<file path="config.mk">
export PLATFORM = sky130hd
export DESIGN_NAME = stream_find_replace
export DESIGN_NICKNAME = d
export VERILOG_FILES = /design/src/hw/rtl/sfr_pkg.sv /design/src/hw/rtl/stream_find_replace.sv /design/src/hw/rtl/sfr_cell.sv /design/src/hw/rtl/sfr_seq.sv
export SDC_FILE = /design/constraint.sdc
export NUM_CORES = 1
export LEC_CHECK = 0
export ABC_AREA = 1
export BUFFER_PORTS_ARGS = -buffer_cell sky130_fd_sc_hd__buf_2
export CORE_ASPECT_RATIO = 0.5
export CORE_UTILIZATION = 50
export DETAILED_ROUTE_END_ITERATION = 7
export PLACE_DENSITY = 0.68
export SYNTH_ARGS = -nofsm -noshare
export SYNTH_HDL_FRONTEND = slang
export SYNTH_SLANG_ARGS = --single-unit
export TNS_END_PERCENT = 20
</file>
<file path="constraint.sdc">
create_clock -name clk -period 6.78 [get_ports clk]
set_clock_uncertainty 0.1 [all_clocks]
set_input_delay 0.678 -clock clk [delete_from_list [all_inputs] [get_ports clk]]
set_output_delay 0.678 -clock clk [all_outputs]
set_load 0.02 [all_outputs]
</file>
<file path="src/hw/rtl/sfr_pkg.sv">
// sfr_pkg: shared widths, register codes, sequencer states and the
// status/control structs passed between the window cells and the sequencer.
// No dependencies.
package sfr_pkg;

  localparam int BYTE_W          = 8;
  localparam int LEN_W           = 4;   // holds lengths and counts 0..8
  localparam int CFG_W           = 64;
  localparam int CFG_IDX_W       = 2;
  localparam int MAX_PATTERN_DEF = 8;
  localparam int MAX_REPLACEMENT = 8;
  localparam int REP_W           = MAX_REPLACEMENT * BYTE_W;
  localparam int REP_IDX_W       = $clog2(MAX_REPLACEMENT);
  localparam int MAX_RESULTS     = 8;

  // configuration register indexes
  typedef enum logic [CFG_IDX_W-1:0] {
    REG_PATTERN_BYTES      = 2'd0,
    REG_PATTERN_LENGTH     = 2'd1,
    REG_REPLACEMENT_BYTES  = 2'd2,
    REG_REPLACEMENT_LENGTH = 2'd3
  } cfg_reg_t;

  // sequencer states
  typedef enum logic [3:0] {
    ST_IDLE   = 4'b0001,
    ST_SCAN   = 4'b0010,
    ST_MATCH  = 4'b0100,
    ST_FINISH = 4'b1000
  } seq_state_t;

  // window status seen by the sequencer
  typedef struct packed {
    logic [BYTE_W-1:0] head;  // byte in cell 0
    logic              m0;    // window matches pattern from cell 0
    logic              m1;    // window matches pattern from cell 1
  } win_stat_t;

  // window control driven by the sequencer
  typedef struct packed {
    logic             shift;  // every cell takes its right neighbor's byte
    logic             load;   // new word written behind the held bytes
    logic [LEN_W-1:0] cnt;    // bytes currently in the window
  } win_ctl_t;

endpackage

</file>
<file path="src/hw/rtl/stream_find_replace.sv">
// stream_find_replace: top level. Configuration registers, the row of
// window cells and the scan sequencer.
// Depends on sfr_pkg, sfr_cell, sfr_seq.
//
// Usage: text bytes enter on in_byte/in_last with in_valid/in_stall; a word
// is taken at a clock edge with in_valid high and in_stall low. Results leave
// on out_byte/out_valid/out_last with res_valid/res_stall, at most one per cycle, held while res_stall is high.
// Every leftmost, non-overlapping occurrence of the pattern (1..8 bytes) is
// replaced by the replacement (0..8 bytes); bytes that may still start a
// match stay in the window cells until decided. The word marked last
// flushes the window; its final result carries out_last, or a bare end
// marker (out_valid 0) is sent when nothing else is produced.
// Throughput: one word per cycle for plain bytes and held match starts while
// results do not back up; a word that completes a match is held while the
// window shifts out the pattern one cell per cycle and the replacement is
// sent, one that breaks a partial match while the bytes it releases are sent,
// and the end of a text while its end marker is sent. The output register
// frees the input as soon as its word is taken, so res_stall holds up the
// input only when results back up. Reset clears the window, sets the pattern
// length to one and the other registers to zero.
module stream_find_replace #(
  parameter int MAX_PATTERN = sfr_pkg::MAX_PATTERN_DEF
) (
  input  logic                           clk,
  input  logic                           rst,
  input  logic                           cfg_we,
  input  logic [sfr_pkg::CFG_IDX_W-1:0]  cfg_index,
  input  logic [sfr_pkg::CFG_W-1:0]      cfg_data,
  input  logic                           in_valid,
  output logic                           in_stall,
  input  logic [sfr_pkg::BYTE_W-1:0]     in_byte,
  input  logic                           in_last,
  output logic                           res_valid,
  input  logic                           res_stall,
  output logic [sfr_pkg::BYTE_W-1:0]     out_byte,
  output logic                           out_valid,
  output logic                           out_last
);

  localparam int LW    = sfr_pkg::LEN_W;
  localparam int BW    = sfr_pkg::BYTE_W;
  localparam int PAT_W = MAX_PATTERN * BW;

  logic [PAT_W-1:0]         pat;
  logic [LW-1:0]            plen_reg, rlen_reg;
  logic [sfr_pkg::REP_W-1:0] rep;
  logic [LW-1:0]            plen_eff, rlen_eff, span, lim_head, load_pos;

  sfr_pkg::win_stat_t stat;
  sfr_pkg::win_ctl_t  ctl;

  logic [BW-1:0]      win   [MAX_PATTERN];
  logic [MAX_PATTERN:0] ok_head, ok_next;

  // configuration registers
  always_ff @(posedge clk) begin
    if (rst) begin
      pat      <= '0;
      plen_reg <= LW'(1);
      rep      <= '0;
      rlen_reg <= '0;
    end else if (cfg_we) begin
      unique case (sfr_pkg::cfg_reg_t'(cfg_index))
        sfr_pkg::REG_PATTERN_BYTES:      pat      <= cfg_data[PAT_W-1:0];
        sfr_pkg::REG_PATTERN_LENGTH:     plen_reg <= cfg_data[LW-1:0];
        sfr_pkg::REG_REPLACEMENT_BYTES:  rep      <= cfg_data[sfr_pkg::REP_W-1:0];
        sfr_pkg::REG_REPLACEMENT_LENGTH: rlen_reg <= cfg_data[LW-1:0];
        default: ;
      endcase
    end
  end

  // clamped lengths and the number of steps a match takes
  assign plen_eff = (plen_reg == '0) ? LW'(1) :
                    (plen_reg > LW'(MAX_PATTERN)) ? LW'(MAX_PATTERN) : plen_reg;
  assign rlen_eff = (rlen_reg > LW'(sfr_pkg::MAX_REPLACEMENT)) ?
                    LW'(sfr_pkg::MAX_REPLACEMENT) : rlen_reg;
  assign span     = (plen_eff > rlen_eff) ? plen_eff : rlen_eff;

  // compare span from cell 0, and the tail cell for a new word
  assign lim_head = (ctl.cnt < plen_eff) ? ctl.cnt : plen_eff;
  assign load_pos = ctl.cnt - LW'(ctl.shift);

  assign ok_head[0] = 1'b1;
  assign ok_next[0] = 1'b1;

  // row of window cells
  for (genvar i = 0; i < MAX_PATTERN; i++) begin : g_cell
    logic [BW-1:0] right_byte, pat_left;

    if (i == MAX_PATTERN - 1) begin : g_tail
      assign right_byte = win[i];
    end else begin : g_mid
      assign right_byte = win[i+1];
    end

    if (i == 0) begin : g_first
      assign pat_left = '0;
    end else begin : g_rest
      assign pat_left = pat[(i-1)*BW +: BW];
    end

    sfr_cell u_cell (
      .clk         (clk),
      .shift       (ctl.shift),
      .load        (ctl.load && (load_pos == LW'(i))),
      .load_byte   (in_byte),
      .right_byte  (right_byte),
      .pat_here    (pat[i*BW +: BW]),
      .pat_left    (pat_left),
      .en_head     (LW'(i) < lim_head),
      .en_next     ((i != 0) && (LW'(i) < ctl.cnt)),
      .ok_head_in  (ok_head[i]),
      .ok_next_in  (ok_next[i]),
      .cell_byte   (win[i]),
      .ok_head_out (ok_head[i+1]),
      .ok_next_out (ok_next[i+1])
    );
  end

  assign stat.head = win[0];
  assign stat.m0   = ok_head[MAX_PATTERN];
  assign stat.m1   = ok_next[MAX_PATTERN];

  // scan sequencer and output register
  sfr_seq #(
    .MAX_PATTERN (MAX_PATTERN)
  ) u_seq (
    .clk       (clk),
    .rst       (rst),
    .in_valid  (in_valid),
    .in_last   (in_last),
    .in_stall  (in_stall),
    .res_valid (res_valid),
    .res_stall (res_stall),
    .out_byte  (out_byte),
    .out_valid (out_valid),
    .out_last  (out_last),
    .plen      (plen_eff),
    .rlen      (rlen_eff),
    .span      (span),
    .rep_bytes (rep),
    .stat      (stat),
    .ctl       (ctl)
  );

endmodule

</file>
<file path="src/hw/rtl/sfr_cell.sv">
// sfr_cell: one byte cell of the match window. Holds a byte, loads or shifts left,
// and extends the two running compare chains (pattern at cell 0 and at cell 1).
// Depends on sfr_pkg.
module sfr_cell (
  input  logic                      clk,
  input  logic                      shift,
  input  logic                      load,
  input  logic [sfr_pkg::BYTE_W-1:0] load_byte,
  input  logic [sfr_pkg::BYTE_W-1:0] right_byte,
  input  logic [sfr_pkg::BYTE_W-1:0] pat_here,
  input  logic [sfr_pkg::BYTE_W-1:0] pat_left,
  input  logic                      en_head,
  input  logic                      en_next,
  input  logic                      ok_head_in,
  input  logic                      ok_next_in,
  output logic [sfr_pkg::BYTE_W-1:0] cell_byte,
  output logic                      ok_head_out,
  output logic                      ok_next_out
);

  // byte storage: load wins over shift for the tail cell
  always_ff @(posedge clk) begin
    if (load) begin
      cell_byte <= load_byte;
    end else if (shift) begin
      cell_byte <= right_byte;
    end
  end

  // compare chains; a disabled cell passes the chain through
  assign ok_head_out = ok_head_in && (!en_head || (cell_byte == pat_here));
  assign ok_next_out = ok_next_in && (!en_next || (cell_byte == pat_left));

endmodule

</file>
<file path="src/hw/rtl/sfr_seq.sv">
// sfr_seq: scan sequencer for the find/replace window, with the held-back
// result for final texts and the output register.
// Depends on sfr_pkg.
module sfr_seq #(
  parameter int MAX_PATTERN = sfr_pkg::MAX_PATTERN_DEF
) (
  input  logic                        clk,
  input  logic                        rst,
  input  logic                        in_valid,
  input  logic                        in_last,
  output logic                        in_stall,
  output logic                        res_valid,
  input  logic                        res_stall,
  output logic [sfr_pkg::BYTE_W-1:0]  out_byte,
  output logic                        out_valid,
  output logic                        out_last,
  input  logic [sfr_pkg::LEN_W-1:0]   plen,
  input  logic [sfr_pkg::LEN_W-1:0]   rlen,
  input  logic [sfr_pkg::LEN_W-1:0]   span,
  input  logic [sfr_pkg::REP_W-1:0]   rep_bytes,
  input  sfr_pkg::win_stat_t          stat,
  output sfr_pkg::win_ctl_t           ctl
);

  localparam int LW = sfr_pkg::LEN_W;
  localparam int BW = sfr_pkg::BYTE_W;

  sfr_pkg::seq_state_t state, state_next;
  logic [LW-1:0] cnt;
  logic [LW-1:0] step;
  logic [LW-1:0] emit_cnt;
  logic          item_last;
  logic          pend_v;
  logic [BW-1:0] pend_byte;

  logic [BW-1:0] rep_arr [sfr_pkg::MAX_REPLACEMENT];
  logic [LW-1:0] step_cur;
  logic          out_free, sat;
  logic          stop_head, stop_next, full;
  logic          in_match, plain;
  logic          emit_req, emit_eff, emit_ok, shift_req;
  logic [BW-1:0] emit_byte;
  logic          act_fire, final_step, post_stop;
  logic          end_fire, finish_fire, accept_ok, take, shift, out_load;

  // replacement bytes as an array
  for (genvar r = 0; r < sfr_pkg::MAX_REPLACEMENT; r++) begin : g_rep
    assign rep_arr[r] = rep_bytes[r*BW +: BW];
  end

  // decisions at the head of the window
  assign out_free  = !res_valid || !res_stall;
  assign sat       = (emit_cnt == LW'(sfr_pkg::MAX_RESULTS));
  assign stop_head = (cnt == '0) || (!item_last && (cnt < plen) && stat.m0);
  assign stop_next = (cnt == LW'(1)) ||
                     (!item_last && ((cnt - LW'(1)) < plen) && stat.m1);
  assign full      = (cnt >= plen) && stat.m0;

  assign in_match  = (state == sfr_pkg::ST_MATCH) ||
                     ((state == sfr_pkg::ST_SCAN) && !stop_head && full);
  assign plain     = (state == sfr_pkg::ST_SCAN) && !stop_head && !full;
  assign step_cur  = (state == sfr_pkg::ST_MATCH) ? step : '0;

  // one action per cycle while the output can take it: a plain byte, or one step of a match
  assign emit_req  = plain || (in_match && (step_cur < rlen));
  assign emit_byte = plain ? stat.head : rep_arr[step_cur[sfr_pkg::REP_IDX_W-1:0]];
  assign shift_req = plain || (in_match && (step_cur < plen));
  assign emit_eff  = emit_req && !sat;
  assign emit_ok   = item_last ? (!pend_v || out_free) : out_free;
  assign act_fire  = (plain || in_match) && (!emit_eff || emit_ok);
  assign final_step = plain || ((step_cur + LW'(1)) >= span);
  assign post_stop = shift_req ? stop_next : stop_head;

  // item boundaries and the input handshake
  assign end_fire    = ((state == sfr_pkg::ST_SCAN) && stop_head) ||
                       (act_fire && final_step && post_stop);
  assign finish_fire = (state == sfr_pkg::ST_FINISH) && out_free;
  assign accept_ok   = (state == sfr_pkg::ST_IDLE) || (end_fire && !item_last) ||
                       finish_fire;
  assign in_stall    = !accept_ok;
  assign take        = in_valid && accept_ok;
  assign shift       = act_fire && shift_req;
  assign out_load    = (act_fire && emit_eff && (!item_last || pend_v)) || finish_fire;

  assign ctl.shift = shift;
  assign ctl.load  = take;
  assign ctl.cnt   = cnt;

  // next state
  always_comb begin
    state_next = state;
    unique case (state) inside
      sfr_pkg::ST_IDLE: begin
        if (take) state_next = sfr_pkg::ST_SCAN;
      end
      sfr_pkg::ST_SCAN, sfr_pkg::ST_MATCH: begin
        if (end_fire) begin
          if (item_last) state_next = sfr_pkg::ST_FINISH;
          else state_next = take ? sfr_pkg::ST_SCAN : sfr_pkg::ST_IDLE;
        end else if (act_fire) begin
          state_next = final_step ? sfr_pkg::ST_SCAN : sfr_pkg::ST_MATCH;
        end
      end
      sfr_pkg::ST_FINISH: begin
        if (finish_fire) state_next = take ? sfr_pkg::ST_SCAN : sfr_pkg::ST_IDLE;
      end
      default: state_next = sfr_pkg::ST_IDLE;
    endcase
  end

  // control registers
  always_ff @(posedge clk) begin
    if (rst) begin
      state     <= sfr_pkg::ST_IDLE;
      cnt       <= '0;
      step      <= '0;
      emit_cnt  <= '0;
      item_last <= 1'b0;
      pend_v    <= 1'b0;
      res_valid <= 1'b0;
    end else begin
      state <= state_next;
      cnt   <= cnt - LW'(shift) + LW'(take);
      if (act_fire) step <= final_step ? '0 : step_cur + LW'(1);
      if (take) begin
        item_last <= in_last;
        emit_cnt  <= '0;
      end else if (act_fire && emit_eff) begin
        emit_cnt <= emit_cnt + LW'(1);
      end
      if (finish_fire) pend_v <= 1'b0;
      else if (act_fire && emit_eff && item_last) pend_v <= 1'b1;
      if (out_load) res_valid <= 1'b1;
      else if (!res_stall) res_valid <= 1'b0;
    end
  end

  // payload registers: held-back word and output word
  always_ff @(posedge clk) begin
    if (act_fire && emit_eff && item_last) pend_byte <= emit_byte;
    if (out_load) begin
      if (finish_fire) begin
        out_byte  <= pend_v ? pend_byte : '0;
        out_valid <= pend_v;
        out_last  <= 1'b1;
      end else begin
        out_byte  <= item_last ? pend_byte : emit_byte;
        out_valid <= 1'b1;
        out_last  <= 1'b0;
      end
    end
  end

  // window never overfills
  a_cnt_range: assert property (@(posedge clk) disable iff (rst)
    cnt <= LW'(MAX_PATTERN))
    else $error("window count beyond its cells");

  // a held-back word only exists for a final text
  a_pend_last: assert property (@(posedge clk) disable iff (rst)
    pend_v |-> item_last)
    else $error("held-back word outside a final text");

  // no shift out of an empty window
  a_shift_nonempty: assert property (@(posedge clk) disable iff (rst)
    shift |-> (cnt != '0))
    else $error("shift with empty window");

  // the end marker phase belongs to a final text
  a_finish_last: assert property (@(posedge clk) disable iff (rst)
    (state == sfr_pkg::ST_FINISH) |-> item_last)
    else $error("finish phase without final text");

  // an accepted word lands in the window and starts a scan, never a finish phase
  a_take_load: assert property (@(posedge clk) disable iff (rst)
    take |=> (cnt != '0) && (state == sfr_pkg::ST_SCAN))
    else $error("accepted word not in window");

endmodule
</file>
Yosys cells after proc, flatten, opt, wreduce, memory -nomap -nowiden

Index checks and enable logic that the tools add are counted.
Widths: inputs -> output; s select.

Output and inout bits: 12
ROM bits: 0
Bits in latches: 0
Bits in registers: 237
Bits in writable memories: 0
Bits of input ports: 80
Memories kept: 0
Logic and storage cells: 246

Divide/modulo/power cells: 0
Bitwise gates (word level): 1
Shift operators: 0
Eq/ne operators: 35
Multipliers: 0
Reduce and logical (&&, ||, !) cells: 116
$add $sub $neg: 5
Muxes and demuxes: 41
$lt $le $gt $ge: 25

Operator list:

| cell                | number |
|---|---|
| $mux 8              | 20 |
| $eq 8x8->1          | 15 |
| $mux 4              | 12 |
| $logic_and 1x1->1   | 43 |
| $lt 3x4->1 const A  | 8 |
| $logic_or 1x1->1    | 30 |
| $bmux 8 s3          | 1 |
| $logic_not 1->1     | 24 |
| $eq 4x3->1 const B  | 5 |
| $lt 2x4->1 const A  | 4 |
| $lt 4x4->1          | 4 |
| $reduce_bool 2->1   | 7 |
| $eq 4x1->1 const B  | 3 |
| $eq 4x2->1 const B  | 3 |
| $logic_not 4->1     | 3 |
| $lt 1x4->1 const A  | 3 |
| $pmux 4 s3          | 1 |
| $add 4x1->4 const B | 2 |
| $eq 4x4->1 const B  | 2 |
| $ge 4x4->1          | 2 |
| $gt 4x4->1 const B  | 2 |
| $reduce_and 2->1    | 4 |
| $ne 2x1->1 const B  | 3 |
| $reduce_or 2->1     | 3 |
| other kinds (14)    | 19 |

Logic depth before layout (Yosys ltp)

Depth in word-level cells: 38
Depth in mapped cells: 36
Mapped depth without buffers: 33

Hierarchy

Synthesis repeated with hierarchy kept, for this count alone.

Cells, all modules: 1978
Area, all modules: 13688.1 sq um

By module, submodules not included:

| module              | seq. area each (sq um) | cells each | instances | area each (sq um) |
|---|---|---|---|---|
| stream_find_replace | 2722.6                 | 704        | 1         | 5288.8 |
| sfr_cell            | 240.2                  | 104        | 8         | 644.4 |
| sfr_seq             | 920.9                  | 442        | 1         | 3244.4 |

Least setup slack after synthesis

OpenSTA, ideal clock, no wires.

Path kind: register to register
Start: reg plen_reg[1]
End: reg g_cell[7].u_cell.cell_byte[0] in the netlist's numbering, enable pin
Arrival time: 4.352 ns
Slack: 1.934 ns
Period minus slack after synthesis: 4.846 ns
Library setup time: 0.395 ns
Cell stages (with the launch flop): 30
Required time: 6.285 ns
Buffers on the path: 2
Cell sequence: dfxtp_1 inv_2 nor2_2 inv_2 ha_1 nand2_1 nand2_4 nand2_4 nand2_4 nand2_2 nand2_2 nand2_1 nand2_1 inv_1 nand3_2 nor2_2 nand3_2 nand4_2 buf_6 clkbuf_1 a21boi_0 nand2_1 inv_1 ha_1 ha_1 nand2_1 nand2_1 nor2_1 inv_1 nor4_1

Word-level cells in the longest chain between the ends: 35
Elaborated cells on any way between the ends: 79
Those cells by class: 1 x add/sub; 15 x order compare; 1 x eq/ne; 5 x mux; 57 x reduce/logical

Ends and longest elaborated chain:

| what                                                                | line                       | source |
|---|---|---|
| from (decl)                                                         | stream_find_replace.sv:45  | `logic [LW-1:0] plen_reg, rlen_reg;` |
| from (signal assigned)                                              | stream_find_replace.sv:65  | `sfr_pkg::REG_PATTERN_LENGTH: plen_reg <= cfg_data[LW-1:0];` |
| $gt 4x4->1                                                          | stream_find_replace.sv:75  | `(plen_reg > LW'(MAX_PATTERN)) ? LW'(MAX_PATTERN) : plen_reg;` |
| $mux 4                                                              | stream_find_replace.sv:75  |  |
| $mux 4 *                                                            | stream_find_replace.sv:74  | `assign plen_eff = (plen_reg == '0) ? LW'(1) :` |
| parallel branches: the longest is 31 deep, another holds $lt 4x4->1 | -                          |  |
| $logic_and 1x1->1 *                                                 | stream_find_replace.sv:106 | `.load (ctl.load && (load_pos == LW'(i))),` |
| named net g_cell[7].u_cell.load                                     | sfr_cell.sv:7              | `input logic load,` |
| to (signal assigned)                                                | sfr_cell.sv:24             | `cell_byte <= load_byte;` |
| to (signal assigned)                                                | sfr_cell.sv:26             | `cell_byte <= right_byte;` |
| to (decl)                                                           | sfr_cell.sv:16             | `output logic [sfr_pkg::BYTE_W-1:0] cell_byte,` |

Mark *: on every way through the listed nets, which the timed path passes.
A chain may end at the register's enable or synchronous reset.

Worst setup path after layout

Start: reg plen_reg[3]
End: reg g_cell[3].u_cell.cell_byte[7] in the netlist's numbering, enable pin

Word-level cells in the longest chain between the ends: 36
Elaborated cells on any way between the ends: 80
Those cells by class: 1 x add/sub; 15 x order compare; 1 x eq/ne; 5 x mux; 58 x reduce/logical

Ends and longest elaborated chain:

| what                                                                | line |
|---|---|
| $gt 4x4->1                                                          | stream_find_replace.sv:75 |
| $mux 4                                                              | stream_find_replace.sv:75 |
| $mux 4 *                                                            | stream_find_replace.sv:74 |
| parallel branches: the longest is 32 deep, another holds $lt 4x4->1 | - |
| $reduce_bool 2->1 (no source line) *                                | - |
| to (signal assigned)                                                | sfr_cell.sv:24 |
| to (signal assigned)                                                | sfr_cell.sv:26 |
| to (decl)                                                           | sfr_cell.sv:16 |

Mark *: on every way between the ends.

==> impl_metrics.ini <==
[critical_path]
required_ns = 6.88
end_kind = flip-flop
cp.arrival_ns = 5.77
path_class = flip-flop to flip-flop
critPathBufInv = 6
slowest_stage = dfxtp_1
cpPeakStageDelay_ns = 0.45
crit_family = simple AND/OR/NAND/NOR gates
crit_fanout = 20
crit_top_cell = nand2_1
cp-start-kind = flip-flop

[status]
status = complete, no violations

[die]
die_w_um = 228
die_y_um = 115
start_util_pct = 52.1
ios = 92
fp.coreArea_um2 = 24500
rows = 40
dieArea_um2 = 26200

[timing]
period_share_pct = 83.7
relSlewSlack_pct = 30.3
fmax_mhz = 176
final_max_slew_viol_count = 0
hold_violations = 0
finalSetupViolations = 0
tightest_slew_ns = 1.04
fin_setup_tns_ns = 0
period_minus_slack_ns = 5.67
rsz0062_at_grt = no

[clocking]
cts_tree = done
clk_pin_slew_worst_paths_ns = 0.07
postCtsSetupRepairBufs = 0
hold_buffers = 0
clk_latency_ns = 0.53
cts_sinks = 237
numCtsBuffers = 22
cts_htree_levels = 1
cts_max_path_buffers = 3
cts_root_buf = clkbuf_16
ctsResizeCount = 0

[detailed_routing]
wl_mm = 39.2
firstDrtPassIters = 8
drcViolationCount = 0
drtAntennaViolNets = 0
viasPerCell = 5.56
wire_per_inst_um = 18.8
first_iter_violations = 1261
num_vias = 11600

[synth]
async_flop_share_pct = 0
synth_edf_count = 82
yosysWarnings = 0
ys_ff_latch = 237
syn-cell-area_um2 = 12700
synthDistinctLibCells = 49
synth_area_per_cell_um2 = 7.62
syn_nets = 1785
ys_seq_area_share_pct = 43.7
synthCells = 1672
ys.flop_type = dfxtp_1

[layout]
diodes = 0
fin_util_pct = 57.7
reg.largest.list = g_cell.u_cell.cell_byte x64, pat x64, rep x64
drive_gt1_share_pct = 11.9
syn_to_final_growth_pct = 10.8
nets = 1841

[global_routing]
grt_pass1_vias = 10400
grt_max_degree = 88
antenna_found_initial = 0
gr-total-overflow = 0
grt.total_usage_pct = 30.0
grt_first_pass_wirelength_mm = 60.0

[pwr]
p_total_mw = 4.41
p_leak_nw = 6.28
powerDensity_nw_per_um2 = 312
ir_drop_mv = 0.163

[worst_hold_path]
hp-class = input port to flip-flop

[job]
cap_violations = 0

[placed_design]
place_congestion = 0.993
dp_hpwl_mm = 29.8
numPortBuffers = 91
## cells by family (layout without fill, tap and decap cells)
group / Yosys count / count (layout) / synth area share, %
xor+xnor: 75 / 75 / 5.16
simple gates: 623 / 623 / 21.6
fa+ha+maj: 33 / 33 / 3.24
compound gates: 418 / 418 / 17.2
buf+inv: 285 / 357 / 9.04
flops: 237 / 237 / 43.7
mux: 1 / 1 / 0.0786
## cells in the mapped netlist (2+ instances only)
master	number	share of area, %
nand2_1	321	9.5
o21ai_0	203	8.0
inv_1	194	5.7
nor2_1	162	4.8
dfxtp_1	155	24
a21oi_1	140	5.5
edfxtp_1	82	19
clkbuf_1	58	1.7
nand3_1	57	2.2
xor2_1	40	2.7
xnor2_1	35	2.4
o21ai_1	34	1.3
ha_1	33	3.2
inv_2	18	0.53
nand4_1	17	0.83
nor3_1	13	0.51
nand2_4	12	1.1
or2_2	11	0.54
a31oi_1	10	0.49
o211ai_1	10	0.59
nand2_2	9	0.44
nand3_2	5	0.39
nor4_1	5	0.25
o22ai_1	5	0.25
a211oi_1	4	0.24
buf_4	4	0.24
a21boi_0	3	0.18
buf_12	3	0.47
nand4_4	3	0.50
a21o_1	2	0.12
a21oi_2	2	0.14
buf_1	2	0.059
clkinv_1	2	0.059
nand3b_1	2	0.12
nor2_2	2	0.098
## final timing paths
path / start / end / slack, ns / cells past startpoint
min: cfg_data[61] / pat[61] / 0.31 / 3
min reg2reg: rep[42] / rep[42] / 0.35 / 2
max: plen_reg[3] / g_cell[3].u_cell.cell_byte[7] / 1.11 / 30
max reg2reg: plen_reg[3] / g_cell[3].u_cell.cell_byte[7] / 1.11 / 30
## metal layers
metal	global-route usage, %	wire (um)	vias to the layer above
li1	-	-	5587
met1	46.9	19200	5431
met2	42.3	15400	496
met3	5.36	3790	53
met4	6.31	702	0
met5	0	0	-
## power breakdown
part           switching, mW  total (mW)  internal (mW)
combinational          0.859        1.27          0.411
sequential             0.167        1.82           1.66
clock                  0.571        1.32          0.747
## cells in the final DEF, fill, tap and decap left out, drive strengths merged, types with 35 or more instances in the layout
master	count
edfxtp	82
xnor2	35
o21ai	237
dfxtp	155
inv	216
nor2	165
nand3	62
nand2	343
buf	101
a21oi	143
xor2	40
## cell type report
cell class / instances / area, um2
clock inverters: 8 / 90.1
clock buffers: 32 / 652
fillers: 2275 / 10400
well taps: 336 / 420
flip-flops and latches: 237 / 5570
repair buffers: 101 / 531
multi-input cells: 1150 / 6040
inverters: 216 / 821
## worst min-delay path, stage by stage
cell    delay (ns)
buf_2         0.09
nor2_1        0.04
nor2_1        0.08
## per-stage QoR
stage                     cell area, um2  instances  setup WS (ns)  hold slack [ns]
after floorplan                    12700       1672           1.93            0.320
after global placement             13400       2040           1.32            0.329
after detailed placement           13400       2040           1.23            0.334
after CTS                          14100       2080           1.15            0.296
after global routing               14100       2080          0.639            0.309
final                              14100       2080           1.11            0.308
Note: power is estimated with default switching activity, not from simulation.
